`src/kraq_pkg.sv`:
```
// Package for the knob rotation and press qualifier.
// Holds item structs, configuration struct, event codes and register indexes.
// Used by every module of the block; depends on nothing.
package kraq_pkg;

    localparam int unsigned ADDR_W = 5;
    localparam int unsigned DATA_W = 32;

    localparam logic [2:0] REG_ROTATE_MIN   = 3'd0;
    localparam logic [2:0] REG_BTN_PERIOD   = 3'd1;
    localparam logic [2:0] REG_LONG_COUNT   = 3'd2;
    localparam logic [2:0] REG_SHORT_LIMIT  = 3'd3;
    localparam logic [2:0] REG_LOCKOUT      = 3'd4;

    localparam logic [1:0] ROT_NONE = 2'd0;
    localparam logic [1:0] ROT_CW   = 2'd1;
    localparam logic [1:0] ROT_CCW  = 2'd2;

    localparam logic [1:0] BTN_NONE  = 2'd0;
    localparam logic [1:0] BTN_SHORT = 2'd1;
    localparam logic [1:0] BTN_LONG  = 2'd2;

    localparam logic [7:0]  TURN_MAX  = 8'd255;
    localparam logic [11:0] PRESS_MAX = 12'd4095;

    localparam logic [7:0]  RST_ROTATE_MIN  = 8'd4;
    localparam logic [7:0]  RST_BTN_PERIOD  = 8'd10;
    localparam logic [11:0] RST_LONG_COUNT  = 12'd300;
    localparam logic [11:0] RST_SHORT_LIMIT = 12'd250;
    localparam logic [9:0]  RST_LOCKOUT     = 10'd50;

    typedef struct packed {
        logic pin_a;
        logic pin_b;
        logic pin_push;
    } t_in_item;

    typedef struct packed {
        logic [1:0] rotate_event;
        logic [1:0] button_event;
    } t_out_item;

    typedef struct packed {
        logic [7:0]  rotate_min_ticks;
        logic [7:0]  button_period_ticks;
        logic [11:0] long_press_count;
        logic [11:0] short_press_limit;
        logic [9:0]  lockout_ticks;
    } t_cfg;

endpackage

```
`src/kraq_regs.sv`:
```
// Configuration registers of the knob qualifier behind an APB-style port.
// Depends on kraq_pkg.
module kraq_regs (
    input  logic                       i_clk,
    input  logic                       i_rst_n,
    input  logic                       psel,
    input  logic                       penable,
    input  logic                       pwrite,
    input  logic [kraq_pkg::ADDR_W-1:0] paddr,
    input  logic [kraq_pkg::DATA_W-1:0] pwdata,
    output logic [kraq_pkg::DATA_W-1:0] prdata,
    output kraq_pkg::t_cfg             o_cfg
);
    import kraq_pkg::*;

    t_cfg       r_cfg;
    logic [2:0] w_index;
    logic       w_write;

    assign w_index = paddr[ADDR_W-1:2];
    assign w_write = psel & penable & pwrite;

    always_ff @(posedge i_clk) begin
        if (!i_rst_n) begin
            r_cfg.rotate_min_ticks    <= RST_ROTATE_MIN;
            r_cfg.button_period_ticks <= RST_BTN_PERIOD;
            r_cfg.long_press_count    <= RST_LONG_COUNT;
            r_cfg.short_press_limit   <= RST_SHORT_LIMIT;
            r_cfg.lockout_ticks       <= RST_LOCKOUT;
        end else if (w_write) begin
            case (w_index)
                REG_ROTATE_MIN:  r_cfg.rotate_min_ticks    <= pwdata[7:0];
                REG_BTN_PERIOD:  r_cfg.button_period_ticks <= pwdata[7:0];
                REG_LONG_COUNT:  r_cfg.long_press_count    <= pwdata[11:0];
                REG_SHORT_LIMIT: r_cfg.short_press_limit   <= pwdata[11:0];
                REG_LOCKOUT:     r_cfg.lockout_ticks       <= pwdata[9:0];
                default: begin
                end
            endcase
        end
    end

    always_comb begin
        case (w_index)
            REG_ROTATE_MIN:  prdata = {24'd0, r_cfg.rotate_min_ticks};
            REG_BTN_PERIOD:  prdata = {24'd0, r_cfg.button_period_ticks};
            REG_LONG_COUNT:  prdata = {20'd0, r_cfg.long_press_count};
            REG_SHORT_LIMIT: prdata = {20'd0, r_cfg.short_press_limit};
            REG_LOCKOUT:     prdata = {22'd0, r_cfg.lockout_ticks};
            default:         prdata = '0;
        endcase
    end

    assign o_cfg = r_cfg;

endmodule

```
`src/kraq_core.sv`:
```
// Per-tick state update of the knob qualifier: edge detect, rotation timer,
// button timer and edge lockout. Depends on kraq_pkg.
module kraq_core (
    input  logic                 i_clk,
    input  logic                 i_rst_n,
    input  logic                 i_advance,
    input  kraq_pkg::t_in_item   i_item,
    input  kraq_pkg::t_cfg       i_cfg,
    output kraq_pkg::t_out_item  o_result
);
    import kraq_pkg::*;

    logic        r_a_last, n_a_last;
    logic        r_push_last, n_push_last;
    logic        r_cw, n_cw;
    logic        r_ccw, n_ccw;
    logic [7:0]  r_turn, n_turn;
    logic        r_btn, n_btn;
    logic [11:0] r_press, n_press;
    logic [7:0]  r_presc, n_presc;
    logic        r_en, n_en;
    logic [9:0]  r_lock, n_lock;

    logic        a, b, p;
    logic        a_fall, p_fall, locked;
    logic [7:0]  period, presc_inc;
    logic [11:0] press_inc;
    logic [1:0]  rot, btn;

    assign a = i_item.pin_a;
    assign b = i_item.pin_b;
    assign p = i_item.pin_push;

    always_comb begin
        a_fall      = r_a_last & ~a;
        p_fall      = r_push_last & ~p;
        n_a_last    = a;
        n_push_last = p;
        n_cw        = r_cw;
        n_ccw       = r_ccw;
        n_turn      = r_turn;
        n_btn       = r_btn;
        n_press     = r_press;
        n_presc     = r_presc;
        n_en        = r_en;
        rot         = ROT_NONE;
        btn         = BTN_NONE;
        period      = (i_cfg.button_period_ticks == 8'd0) ? 8'd1
                                                          : i_cfg.button_period_ticks;
        presc_inc   = r_presc + 8'd1;
        press_inc   = (r_press == PRESS_MAX) ? r_press : r_press + 12'd1;

        // rotation timer: count while the direction's pattern holds
        if (r_cw) begin
            if (b && !a) begin
                n_turn = (r_turn == TURN_MAX) ? r_turn : r_turn + 8'd1;
            end else begin
                n_cw   = 1'b0;
                rot    = (r_turn > i_cfg.rotate_min_ticks) ? ROT_CW : ROT_NONE;
                n_turn = '0;
            end
        end else if (r_ccw) begin
            if (!b && !a) begin
                n_turn = (r_turn == TURN_MAX) ? r_turn : r_turn + 8'd1;
            end else begin
                n_ccw  = 1'b0;
                rot    = (r_turn > i_cfg.rotate_min_ticks) ? ROT_CCW : ROT_NONE;
                n_turn = '0;
            end
        end

        // button timer: check the pin once a period
        if (r_btn) begin
            if (presc_inc >= period) begin
                n_presc = '0;
                if (!p) begin
                    if (press_inc > i_cfg.long_press_count) begin
                        n_press = '0;
                        n_btn   = 1'b0;
                        btn     = BTN_LONG;
                        n_en    = 1'b1;
                    end else begin
                        n_press = press_inc;
                    end
                end else begin
                    // a release in the middle band keeps the timer running
                    if (r_press < i_cfg.short_press_limit) begin
                        n_btn = 1'b0;
                        btn   = BTN_SHORT;
                        n_en  = 1'b1;
                    end
                    n_press = '0;
                end
            end else begin
                n_presc = presc_inc;
            end
        end

        locked = (r_lock != 10'd0) || (rot != ROT_NONE) || (btn != BTN_NONE);
        if ((rot != ROT_NONE) || (btn != BTN_NONE)) begin
            n_lock = i_cfg.lockout_ticks;
        end else if (r_lock != 10'd0) begin
            n_lock = r_lock - 10'd1;
        end else begin
            n_lock = r_lock;
        end

        // push edge first, so it can block the A edge of the same tick
        if (!locked) begin
            if (p_fall) begin
                n_btn   = 1'b1;
                n_presc = '0;
                n_en    = 1'b0;
            end
            if (a_fall && n_en) begin
                n_cw   = b;
                n_ccw  = ~b;
                n_turn = '0;
            end
        end
    end

    always_ff @(posedge i_clk) begin
        if (!i_rst_n) begin
            r_a_last    <= 1'b1;
            r_push_last <= 1'b1;
            r_cw        <= 1'b0;
            r_ccw       <= 1'b0;
            r_turn      <= '0;
            r_btn       <= 1'b0;
            r_press     <= '0;
            r_presc     <= '0;
            r_en        <= 1'b1;
            r_lock      <= '0;
        end else if (i_advance) begin
            r_a_last    <= n_a_last;
            r_push_last <= n_push_last;
            r_cw        <= n_cw;
            r_ccw       <= n_ccw;
            r_turn      <= n_turn;
            r_btn       <= n_btn;
            r_press     <= n_press;
            r_presc     <= n_presc;
            r_en        <= n_en;
            r_lock      <= n_lock;
        end
    end

    assign o_result.rotate_event = rot;
    assign o_result.button_event = btn;

endmodule

```
`src/knob_rotation_and_press_qualifier.sv`:
```
// Knob rotation and push-button qualifier. Each item is one 1 ms sample of
// pins A, B and push; each item gives exactly one result item. An item is
// registered on input, its state update is combinational, and the result is
// registered on output. One item is taken every clock unless the output is
// stalled, which holds the input stage. Depends on kraq_pkg.
module knob_rotation_and_press_qualifier (
    input  logic                        i_clk,
    input  logic                        i_rst_n,
    input  logic                        i_in_valid,
    output logic                        o_in_stall,
    input  kraq_pkg::t_in_item          i_in_data,
    output logic                        o_out_valid,
    input  logic                        i_out_stall,
    output kraq_pkg::t_out_item         o_out_data,
    input  logic                        psel,
    input  logic                        penable,
    input  logic                        pwrite,
    input  logic [kraq_pkg::ADDR_W-1:0] paddr,
    input  logic [kraq_pkg::DATA_W-1:0] pwdata,
    output logic [kraq_pkg::DATA_W-1:0] prdata,
    output logic                        pready
);
    import kraq_pkg::*;

    t_cfg      w_cfg;
    t_in_item  r_stage;
    logic      r_stage_valid;
    t_out_item r_out;
    logic      r_out_valid;
    t_out_item w_result;
    logic      w_out_free, w_advance, w_take;

    assign pready     = 1'b1;
    assign w_out_free = ~r_out_valid | ~i_out_stall;
    assign w_advance  = r_stage_valid & w_out_free;
    assign o_in_stall = r_stage_valid & ~w_out_free;
    assign w_take     = i_in_valid & ~o_in_stall;

    kraq_regs u_regs (
        .i_clk   (i_clk),
        .i_rst_n (i_rst_n),
        .psel    (psel),
        .penable (penable),
        .pwrite  (pwrite),
        .paddr   (paddr),
        .pwdata  (pwdata),
        .prdata  (prdata),
        .o_cfg   (w_cfg)
    );

    kraq_core u_core (
        .i_clk     (i_clk),
        .i_rst_n   (i_rst_n),
        .i_advance (w_advance),
        .i_item    (r_stage),
        .i_cfg     (w_cfg),
        .o_result  (w_result)
    );

    always_ff @(posedge i_clk) begin
        if (!i_rst_n) begin
            r_stage_valid <= 1'b0;
            r_out_valid   <= 1'b0;
        end else begin
            if (w_take) begin
                r_stage_valid <= 1'b1;
            end else if (w_advance) begin
                r_stage_valid <= 1'b0;
            end
            if (w_advance) begin
                r_out_valid <= 1'b1;
            end else if (!i_out_stall) begin
                r_out_valid <= 1'b0;
            end
        end
    end

    // payload: load stage on take, hold result under stall
    always_ff @(posedge i_clk) begin
        if (w_take) begin
            r_stage <= i_in_data;
        end
        if (w_advance) begin
            r_out <= w_result;
        end
    end

    assign o_out_valid = r_out_valid;
    assign o_out_data  = r_out;

endmodule

```
`config.mk`:
```
export PLATFORM = sky130hd
export DESIGN_NAME = knob_rotation_and_press_qualifier
export DESIGN_NICKNAME = d
export VERILOG_FILES = /design/src/kraq_pkg.sv /design/src/kraq_regs.sv /design/src/kraq_core.sv /design/src/knob_rotation_and_press_qualifier.sv
export SDC_FILE = /design/constraint.sdc
export NUM_CORES = 1
export LEC_CHECK = 0
export BUFFER_PORTS_ARGS = -buffer_cell sky130_fd_sc_hd__buf_2
export CORE_ASPECT_RATIO = 1.25
export CORE_MARGIN = 2
export CORE_UTILIZATION = 40
export CTS_CLUSTER_DIAMETER = 50
export CTS_CLUSTER_SIZE = 28
export DETAILED_ROUTE_END_ITERATION = 6
export GPL_TIMING_DRIVEN = 1
export SYNTH_ARGS = -nofsm -noshare
export SYNTH_HDL_FRONTEND = slang
export SYNTH_HIERARCHICAL = 1
export SYNTH_SLANG_ARGS = --single-unit
```
`constraint.sdc`:
```
create_clock -name i_clk -period 3.3 [get_ports i_clk]
set_input_delay 0.33 -clock i_clk [delete_from_list [all_inputs] [get_ports i_clk]]
set_output_delay 0.33 -clock i_clk [all_outputs]
set_load 0.02 [all_outputs]
```
==> reports/results.tsv, run 1 <==
stage	metric	value	unit
die	Initial Utilization	41.1	%
hold_path	worst hold path type	input pin to flop	
die	die width	120	um
placement	DPL Wire Length	13500	um
synth	Post-synth ARST share	0	%
critical_path	Crit path largest cell delay	0.44	ns
power_and_ir_drop	Clock power frac	32.3	%
power_and_ir_drop	Internal	2.31	mW
final_layout	nets	984	
die	core outline area	16300	um2
power_and_ir_drop	PwrDens	414	nW/um2
die	die area	17800	um2
clocking	clock-pin slew on the worst setup and hold paths	0.08	ns
drt	DR WL/cell	17.3	um
placement	I/O Buffers	42	
critical_path	Crit Path Class	flop to flop	
synth	top cells by area, synth	dfxtp_1 (29%), mux2i_1 (8.4%), ha_1 (8.0%)	
clocking	CTS Buf Count	9	
critical_path	worst-path fanout max	5	
synth	Synth Flop Type	dfxtp_1	
sta	hold slack final	0.151	ns
grt	all-layer global routing usage	21.1	%
grt	largest net degree at the start of global routing	88	
synth	Synth Warn #	6	
grt	vias in the first global route	5783	
die	Ports	86	
sta	RSZ-0062 raised after global routing	true	
power_and_ir_drop	maximum VDD drop	0.264	mV
power_and_ir_drop	Seq pwr share	39.4	%
synth	synthesized cell area	6700	um2
critical_path	critical path required time	3.58	ns
sta	min setup slack post-route	-0.0860	ns
clocking	Clock Path Buffers	2	
critical_path	cells along the critical path	ha_4 -> nand2_4 -> nor2_4 -> nand4_1 -> buf_4 -> buf_4 -> o21ai_2 -> a21o_1 -> ha_1 -> nand4_1 -> buf_4 -> buf_6 -> a21oi_4 -> o41ai_4 -> o211ai_4 -> buf_12 -> buf_12 -> buf_8 -> mux2i_2 -> a221oi_2	
drt	initial DRC count	394	
synth	Post-synth EDFFs	7	
synth	Seq cells post-synth	103	
sta	actual transition at the worst max-transition pin	0.825	ns
grt	first-pass GRT wire length	29700	um
power_and_ir_drop	Psw	1.23	mW
sta	final setup vio count	21	
grt	initial antenna violation count	0	
critical_path	endpoint class of the critical path	flop	
synth	largest area contributor in the netlist	dfxtp_1	
drt	Antenna Nets Post-Route	0	
clocking	Root Driver	clkbuf_16	
die	num rows	52	
synth	Post-Synthesis Cells	791	
final_layout	layout cell share with drive strength beyond 1	27.8	%
placement	GPL Wtd Cong	0.857	
power_and_ir_drop	Combinational Power Share	28.3	%
run_status	failing checks	negative setup slack	
drt	drt pass-1 iters	6	
power_and_ir_drop	Switching Fraction	34.8	%
sta	clock skew	0.0106	ns
power_and_ir_drop	static leakage	3.74	nW
flow_run	MaxCap Viol Count	0	
final_layout	design area	8570	um2
critical_path	Startpoint Class	flop	
sta	Final Critical Period	3.39	ns
synth	Synth Area per Inst	8.48	um2
clocking	clock latency on the worst-skew pair	0.37	ns
synth	synth cell count leaders	nand2_1 (102), dfxtp_1 (96), inv_1 (61)	
grt	GRT overflow	0	
sta	Final period util	103	%
critical_path	R2R depth	20	
synth	post-synthesis sequential area ratio	31.8	%
sta	setup_tns	-0.812	ns
drt	vias	6053	
synth	most common cell in the netlist	nand2_1	
sta	Max Slew Vio Count	0	
clocking	CTS sink count	103	
sta	Final Hold Fails	0	
final_layout	ANT cells	0	
synth	top-area cell type share of the netlist area	28.7	%
drt	DRC	0	
sta	Slew headroom	44.8	%
hold_path	Hold Path Depth	1	
die	die extent in y	149	um
drt	DR vias/cell	5.43	
synth	count of cell types in the netlist	73	
sta	highest clock rate	295	MHz
drt	WL final	19300	um
critical_path	Worst path slowest cell	o41ai_4	
critical_path	CP arrival	3.67	ns
placement	cell area after placement	7460	um2
critical_path	most numerous cell on the critical path	buf_4	
run_status	status	complete, but fails checks	
clocking	TritonCTS clock tree	done	
final_layout	Area growth syn-to-layout	27.8	%
clocking	H-tree depth	3	
power by group through the flow:
| stage | Clock (mW) | Combinational [mW] | Sequential, mW |
|---|---|---|---|
| 2_1_floorplan | 0 | 0.711 | 1.40 |
| 3_3_place_gp | 0 | 0.900 | 1.42 |
| 3_5_place_dp | 0 | 0.898 | 1.42 |
| 4_1_cts | 1.16 | 0.907 | 1.39 |
| 5_1_grt | 1.20 | 1.10 | 1.40 |
| 6_report | 1.15 | 1.00 | 1.40 |
critical path, delay by kind of cell (launching register included):
kind	cells	cell delay [ns]
AO/OA/AOI/OAI	6	0.97
multiplexers	1	0.14
AND/OR/NAND/NOR	4	0.47
flip-flops	1	0.36
adder cells (fa/ha/maj)	2	0.38
buffers and inverters	7	0.99
kinds of logic after synthesis:
kind of cell    after synthesis  synth area share (%)
simple gates                266                  20.9
compound gates              181                  18.8
buf+inv                     118                  8.73
flops                       103                  31.8
mux                          66                  10.0
fa+ha+maj                    43                  8.03
xor+xnor                     12                  1.57
other cells                   2                 0.112
final timing paths:
| path | slack, ns | end | from |
|---|---|---|---|
| hold / removal | 0.15 | r_stage[0]$_DFFE_PP_ | i_in_data[0] |
| hold reg to reg | 0.47 | u_core/r_push_last$_SDFFE_PN1P_ | u_core/r_push_last$_SDFFE_PN1P_ |
| setup / recovery | -0.09 | u_core/r_lock[1]$_SDFFE_PN0P_ | u_core/r_press[0]$_SDFFE_PN0P_ |
| setup reg to reg | -0.09 | u_core/r_lock[1]$_SDFFE_PN0P_ | u_core/r_press[0]$_SDFFE_PN0P_ |
timing repair:
item / in CTS / in global routing
hold buffers: 0 / 0
gates cloned: 2 / 1
endpoints found under the setup margin: 41 / 42
buffers inserted: 12 / 8
pin swaps: 26 / 54
gates resized for setup: 39 / 74
area by class of cell:
cell class              count  area (um2)
clock buffers               9         225
inverters                  62         233
fillers                  1502        7760
clock inverters             7        90.1
flip-flops and latches    103        2140
well taps                 216         270
repair buffers            129        1030
multi-input cells         589        4570
flip-flops by register name (all words and copies together), names as in the netlist:
register	cells
u_core/r_presc	8
r_stage_valid	1
o_out_data	4
u_core/r_en	1
u_core/r_push_last	1
r_stage	3
u_core/r_cw	1
u_core/r_lock	10
u_core/r_a_last	1
u_core/r_turn	8
u_core/r_press	12
u_regs/o_cfg	50
o_out_valid	1
u_core/r_btn	1
u_core/r_ccw	1
placed cells by master (no fill, tap or decap), types with 27 or more instances in the layout:
| master | Yosys | routed |
|---|---|---|
| a21oi_1 | 35 | 27 |
| buf_2 | 6 | 42 |
| buf_4 | 26 | 65 |
| dfxtp_1 | 96 | 90 |
| ha_1 | 43 | 38 |
| inv_1 | 61 | 61 |
| mux2i_1 | 56 | 55 |
| nand2_1 | 102 | 95 |
| nor2_1 | 33 | 29 |
| nor2b_1 | 28 | 27 |
through the flow:
step	power, mW	setup slack [ns]	instances	util [%]
after floorplan	2.12	0.00259	810	-
after global placement	2.32	-0.136	1077	45.7
after detailed placement	2.32	-0.201	1077	45.7
after CTS	3.46	-0.00952	1106	49.6
after global routing	3.70	-0.247	1115	52.5
final	3.54	-0.0860	1115	52.5
per-layer routing:
layer	share of wire [%]	vias to the layer above	routed length (um)	global-route usage, %
met4	2.9	0	554	8.18
li1	-	3005	-	-
met2	51	135	9800	37.4
met5	0	-	0	0
met1	43	2880	8310	25.9
met3	3.3	33	643	3.02
Note: power is estimated with default switching activity, not from simulation.
==> inputs of run 2 (changes only) <==
--- a/config.mk
+++ b/config.mk
@@ -7,7 +7,6 @@
 export LEC_CHECK = 0
 export BUFFER_PORTS_ARGS = -buffer_cell sky130_fd_sc_hd__buf_2
 export CORE_ASPECT_RATIO = 1.25
-export CORE_MARGIN = 2
 export CORE_UTILIZATION = 40
 export CTS_CLUSTER_DIAMETER = 50
 export CTS_CLUSTER_SIZE = 28
==> reports/results.tsv, run 2 (synthesis results as in run 1) <==
stage	metric	value	unit
sta	min setup slack post-route	-0.143	ns
critical_path	worst-path fanout max	8	
drt	initial DRC count	301	
clocking	Clock Path Buffers	2	
critical_path	cells along the critical path	ha_4 -> nand2_4 -> nor2_4 -> buf_6 -> buf_4 -> buf_4 -> nor2b_1 -> or3_1 -> ha_1 -> nand4_1 -> or3_4 -> nor2b_4 -> o41ai_2 -> o211ai_2 -> buf_12 -> buf_8 -> buf_4 -> o22ai_2 -> a211oi_1	
drt	DR WL/cell	16.8	um
power_and_ir_drop	Tot Pwr	3.52	mW
power_and_ir_drop	maximum VDD drop	0.260	mV
critical_path	Reg2Reg Setup Slack	-0.14	ns
sta	clock skew	0.0103	ns
final_layout	nets	966	
clocking	H-tree depth	3	
power_and_ir_drop	static leakage	3.56	nW
critical_path	CP arrival	3.68	ns
sta	Final Critical Period	3.44	ns
clocking	TritonCTS clock tree	done	
die	num rows	52	
hold_path	Hold Startpoint	i_in_data[0]	
sta	Final period util	104	%
critical_path	Crit Path Class	flop to flop	
critical_path	reg2reg start	u_core/r_press[0]$_SDFFE_PN0P_	
sta	Slew headroom	43.8	%
final_layout	Final Util	50.0	%
critical_path	Worst path slowest cell	or3_4	
drt	vias	5961	
placement	GPL Wtd Cong	0.871	
drt	drt pass-1 iters	5	
sta	RSZ-0062 raised after global routing	true	
final_layout	most frequent cells in the layout	nand2_1 (96), dfxtp_1 (93), inv_1 (61), buf_4 (58), mux2i_1 (56)	
grt	initial antenna violation count	0	
clocking	clock-pin slew on the worst setup and hold paths	0.07	ns
grt	GRT overflow	0	
drt	WL final	18400	um
critical_path	reg2reg end	u_core/r_turn[2]$_SDFFE_PN0P_	
final_layout	ANT cells	0	
final_layout	Largest register FFs	50	
grt	vias in the first global route	5812	
sta	actual transition at the worst max-transition pin	0.840	ns
die	die width	118	um
grt	all-layer global routing usage	22.0	%
placement	I/O Buffers	42	
die	core outline area	16300	um2
final_layout	Final Instance Count excl. Fillers	1097	
sta	highest clock rate	290	MHz
sta	setup_tns	-2.84	ns
run_status	failing checks	negative setup slack	
power_and_ir_drop	PwrDens	433	nW/um2
hold_path	worst hold path type	input pin to flop	
critical_path	endpoint class of the critical path	flop	
clocking	CTS Buf Count	9	
critical_path	critical path required time	3.53	ns
die	Initial Utilization	41.2	%
final_layout	# fillers	1580	
power_and_ir_drop	Seq pwr share	39.8	%
sta	Max Slew Vio Count	0	
drt	Antenna Nets Post-Route	0	
critical_path	CP top delay family	simple AND/OR/NAND/NOR gates	
final_layout	Area growth syn-to-layout	21.2	%
power_and_ir_drop	Combinational Power Share	26.8	%
clocking	Root Driver	clkbuf_16	
grt	first-pass GRT wire length	30000	um
critical_path	Crit path largest cell delay	0.40	ns
placement	DPL Wire Length	13300	um
grt	largest net degree at the start of global routing	88	
critical_path	most numerous cell on the critical path	buf_4	
sta	Final Hold Fails	0	
critical_path	Buf+Inv Stages, Crit Path	6	
sta	final setup vio count	35	
die	Ports	86	
hold_path	WHS Endpoint	r_stage[0]$_DFFE_PP_	
critical_path	R2R depth	19	
flow_run	MaxCap Viol Count	0	
clocking	clock latency on the worst-skew pair	0.36	ns
power_and_ir_drop	Clock power frac	33.4	%
final_layout	commonest non-fill, non-tap cell in the layout	nand2_1	
sta	hold slack final	0.152	ns
hold_path	Hold Path Depth	1	
clocking	CTS sink count	103	
placement	post-placement cell count	1071	
final_layout	layout cell share with drive strength beyond 1	23.3	%
drt	DRC	0	
die	die extent in y	147	um
drt	DR vias/cell	5.43	
power_and_ir_drop	Psw	1.14	mW
die	die area	17300	um2
run_status	status	complete, but fails checks	
power_and_ir_drop	Internal	2.38	mW
critical_path	Startpoint Class	flop	
power_and_ir_drop	Switching Fraction	32.5	%
-- run 2: power groups by stage --
stage / clock network [mW] / logic, mW / registers [mW]
global route: 1.24 / 1.04 / 1.41
finish: 1.18 / 0.942 / 1.40
CTS: 1.21 / 0.905 / 1.40
global placement: 0 / 0.874 / 1.42
floorplan: 0 / 0.711 / 1.40
detailed placement: 0 / 0.875 / 1.42
-- run 2: stage by stage --
stage	setup WS [ns]	instance area, um2
3_3_place_gp	-0.131	7400
6_report	-0.143	8130
2_1_floorplan	0.00259	6800
4_1_cts	-0.0658	7950
3_5_place_dp	-0.116	7400
5_1_grt	-0.326	8130
-- run 2: repair_timing --
item,CTS,global route
gates resized for setup,32,35
cloned,2,0
pin swaps,33,21
endpoints found under the setup margin,29,42
hold endpoints to repair,0,0
setup buffers,7,1
hold buffers,0,0
-- run 2: worst max path at each step --
| stage | from | to | slack (ns) | cells past startpoint |
|---|---|---|---|---|
| after global routing | u_core/r_press[0]$_SDFFE_PN0P_ | u_core/r_press[2]$_SDFFE_PN0P_ | -0.33 | 18 |
| after global placement | u_core/r_press[4]$_SDFFE_PN0P_ | u_core/r_lock[2]$_SDFFE_PN0P_ | -0.13 | 14 |
| after floorplan | u_core/r_press[0]$_SDFFE_PN0P_ | u_core/r_press[4]$_SDFFE_PN0P_ | 0.003 | 15 |
| after CTS | u_core/r_press[0]$_SDFFE_PN0P_ | u_core/r_press[5]$_SDFFE_PN0P_ | -0.07 | 18 |
| after detailed placement | u_core/r_press[0]$_SDFFE_PN0P_ | u_core/r_lock[2]$_SDFFE_PN0P_ | -0.12 | 16 |
| final | u_core/r_press[0]$_SDFFE_PN0P_ | u_core/r_turn[2]$_SDFFE_PN0P_ | -0.14 | 19 |
-- run 2: final cells by class --
cell class | count | area (um2) | area share, %
Timing Repair Buffer | 111 | 807 | 9.93
Tap cell | 216 | 270 | 3.33
Inverter | 62 | 233 | 2.86
Sequential cell | 103 | 2140 | 26.3
Clock buffer | 12 | 246 | 3.03
Clock inverter | 4 | 76.3 | 0.939
Multi-Input combinational cell | 589 | 4360 | 53.6
-- run 2: metal layers --
layer  vias up  share of wire (%)  track usage [%]
met3        29                3.3             3.07
met2       133                 51             38.4
met4         0                2.8             9.55
met5         -                  0                0
met1      2823                 43             26.9
li1       2976                  -                -
-- run 2: worst reg2reg max path: stages, from the launching register on --
cell,delay [ns]
dfxtp_2,0.35
ha_4,0.15
nand2_4,0.06
nor2_4,0.11
buf_6,0.12
buf_4,0.09
buf_4,0.08
nor2b_1,0.05
or3_1,0.35
ha_1,0.31
nand4_1,0.15
or3_4,0.40
nor2b_4,0.13
o41ai_2,0.07
o211ai_2,0.17
buf_12,0.20
buf_8,0.13
buf_4,0.15
o22ai_2,0.15
a211oi_1,0.08
==> inputs of run 3 (changes only) <==
--- a/config.mk
+++ b/config.mk
@@ -5,7 +5,7 @@
 export SDC_FILE = /design/constraint.sdc
 export NUM_CORES = 1
 export LEC_CHECK = 0
-export BUFFER_PORTS_ARGS = -buffer_cell sky130_fd_sc_hd__buf_2
+export BUFFER_PORTS_ARGS = -buffer_cell sky130_fd_sc_hd__buf_4
 export CORE_ASPECT_RATIO = 1.25
 export CORE_UTILIZATION = 40
 export CTS_CLUSTER_DIAMETER = 50
==> constraint.sdc (replaced) <==
create_clock -name i_clk -period 4.2 [get_ports i_clk]
set_input_delay 0.42 -clock i_clk [delete_from_list [all_inputs] [get_ports i_clk]]
set_output_delay 0.42 -clock i_clk [all_outputs]
set_load 0.02 [all_outputs]
==> reports/results.tsv, run 3 (synthesis results as in run 1) <==
stage	metric	value	unit
final_layout	most frequent cells in the layout	nand2_1 (102), dfxtp_1 (96), inv_1 (61), mux2i_1 (56), buf_4 (53)	
die	Ports	86	
drt	DRC	0	
critical_path	endpoint class of the critical path	flop	
final_layout	Largest register FFs	50	
sta	highest clock rate	259	MHz
critical_path	Reg2Reg Setup Slack	0.34	ns
grt	GR Layer Usage met3	2.76	%
die	die area	17300	um2
run_status	status	complete, no violations	
power_and_ir_drop	Tot Pwr	2.67	mW
clocking	H-tree depth	3	
clocking	CTS sink count	103	
sta	clock skew	0.00654	ns
grt	largest net degree at the start of global routing	64	
drt	vias	5638	
power_and_ir_drop	maximum VDD drop	0.247	mV
grt	all-layer global routing usage	20.7	%
sta	RSZ-0062 raised after global routing	false	
power_and_ir_drop	Seq pwr share	41.4	%
grt	initial antenna violation count	0	
critical_path	CP top delay family	simple AND/OR/NAND/NOR gates	
critical_path	Crit path largest cell delay	0.46	ns
clocking	Clock Path Buffers	2	
flow_run	MaxCap Viol Count	0	
final_layout	commonest non-fill, non-tap cell in the layout	nand2_1	
sta	Final Hold Fails	0	
placement	GPL Wtd Cong	0.861	
critical_path	Worst path slowest cell	dfxtp_1	
sta	Max Slew Vio Count	0	
hold_path	worst hold path type	input pin to flop	
drt	WL final	17300	um
sta	actual transition at the worst max-transition pin	0.975	ns
final_layout	Area growth syn-to-layout	10.8	%
power_and_ir_drop	Psw	880	uW
critical_path	R2R depth	17	
critical_path	Startpoint Class	flop	
final_layout	Final Util	45.7	%
power_and_ir_drop	Combinational Power Share	26.3	%
sta	Final Critical Period	3.86	ns
critical_path	reg2reg end	u_core/r_lock[2]$_SDFFE_PN0P_	
critical_path	critical path required time	4.45	ns
critical_path	cells along the critical path	nand3_1 -> nor2_1 -> nand3_1 -> nor2_1 -> buf_4 -> nor3_1 -> xor2_1 -> ha_1 -> nand4_1 -> or3_1 -> nor2b_1 -> o41ai_1 -> buf_4 -> o211ai_2 -> buf_12 -> and3_1 -> o31a_1	
grt	met2 Track Usage GR	36.2	%
drt	drt pass-1 iters	5	
critical_path	critical path endpoint	u_core/r_lock[2]$_SDFFE_PN0P_	
grt	global route hottest layer	met2	
power_and_ir_drop	Clock power frac	32.3	%
final_layout	ANT cells	0	
power_and_ir_drop	PwrDens	360	nW/um2
sta	Slew headroom	34.7	%
clocking	clock latency on the worst-skew pair	0.36	ns
hold_path	Hold Startpoint	i_in_data[0]	
placement	I/O Buffers	42	
die	die width	118	um
drt	initial DRC count	256	
drt	Antenna Nets Post-Route	0	
final_layout	layout cell share with drive strength beyond 1	12.5	%
power_and_ir_drop	Internal	1.79	mW
grt	grt met1 use	25.2	%
die	core outline area	16300	um2
power_and_ir_drop	static leakage	3.21	nW
critical_path	worst-path fanout max	36	
sta	hold slack final	0.240	ns
critical_path	Crit path depth	17	
critical_path	CP startpoint	u_core/r_press[2]$_SDFFE_PN0P_	
die	die extent in y	147	um
sta	setup_tns	0	ns
die	Initial Utilization	41.2	%
grt	first-pass GRT wire length	28200	um
grt	vias in the first global route	5412	
sta	final setup vio count	0	
drt	DR vias/cell	5.42	
drt	DR WL/cell	16.7	um
clocking	clock-pin slew on the worst setup and hold paths	0.07	ns
power_and_ir_drop	Switching Fraction	32.9	%
clocking	Root Driver	clkbuf_16	
die	num rows	52	
sta	Final period util	91.9	%
clocking	CTS Buf Count	9	
critical_path	CP arrival	4.11	ns
critical_path	Buf+Inv Stages, Crit Path	3	
critical_path	Crit Path Class	flop to flop	
clocking	TritonCTS clock tree	done	
critical_path	reg2reg start	u_core/r_press[2]$_SDFFE_PN0P_	
final_layout	# fillers	1656	
final_layout	nets	909	
placement	DPL Wire Length	12800	um
grt	GRT overflow	0	
-- run 3: cell types whose count changed in the layout (fill, tap and decap cells not counted), moves of 4 or more --
cell     delta
buf_4       -5
o22ai_1     +6
o22ai_2     -6
nand2_1     +6
nor2_1      +4
nand2_2     -4
buf_6       -7
buf_2      -42
a21oi_2     -4
a21oi_1     +4
-- run 3: power by group through the flow --
stage          logic, mW  clock network (mW)  registers (mW)
2_1_floorplan      0.559                   0            1.10
3_3_place_gp       0.701                   0            1.12
3_5_place_dp       0.698                   0            1.12
4_1_cts            0.704               0.878            1.10
5_1_grt            0.774               0.922            1.11
6_report           0.703               0.864            1.11
-- run 3: worst min-delay path by stage --
stage / to / cells after the start / slack (ns)
finish: r_stage[0]$_DFFE_PP_ / 1 / 0.24
global route: r_stage[0]$_DFFE_PP_ / 1 / 0.23
CTS: r_stage[0]$_DFFE_PP_ / 1 / 0.23
detailed placement: u_core/r_push_last$_SDFFE_PN1P_ / 2 / 0.45
global placement: u_core/r_push_last$_SDFFE_PN1P_ / 2 / 0.45
floorplan: u_core/r_push_last$_SDFFE_PN1P_ / 2 / 0.43
-- run 3: final cells by class --
class	instances	area [um2]	area share, %
timing repair buffer	54	418	5.63
inverter	62	233	3.13
multi-input combinational	589	4070	54.8
tap	216	270	3.64
clock inverter	5	57.6	0.775
sequential	103	2130	28.7
clock buffer	11	243	3.27
-- run 3: through the flow --
stage	instances	setup WS [ns]	cell area, um2
after floorplan	810	0.681	6780
after global placement	1024	0.332	7120
after detailed placement	1024	0.273	7120
after CTS	1040	0.257	7420
after global routing	1040	0.0647	7430
final	1040	0.339	7430
-- run 3: repair_timing --
action,CTS,global route
setup endpoints to repair,0,6
hold buffers,0,0
resized for setup,0,1
buffers inserted,0,0
-- run 3: routing by layer --
layer / routed length (um) / vias up / part of all wire, %
li1: - / 2861 / -
met1: 7670 / 2635 / 44
met2: 8660 / 114 / 50
met4: 473 / 0 / 2.7
met5: 0 / - / 0
met3: 519 / 28 / 3.0
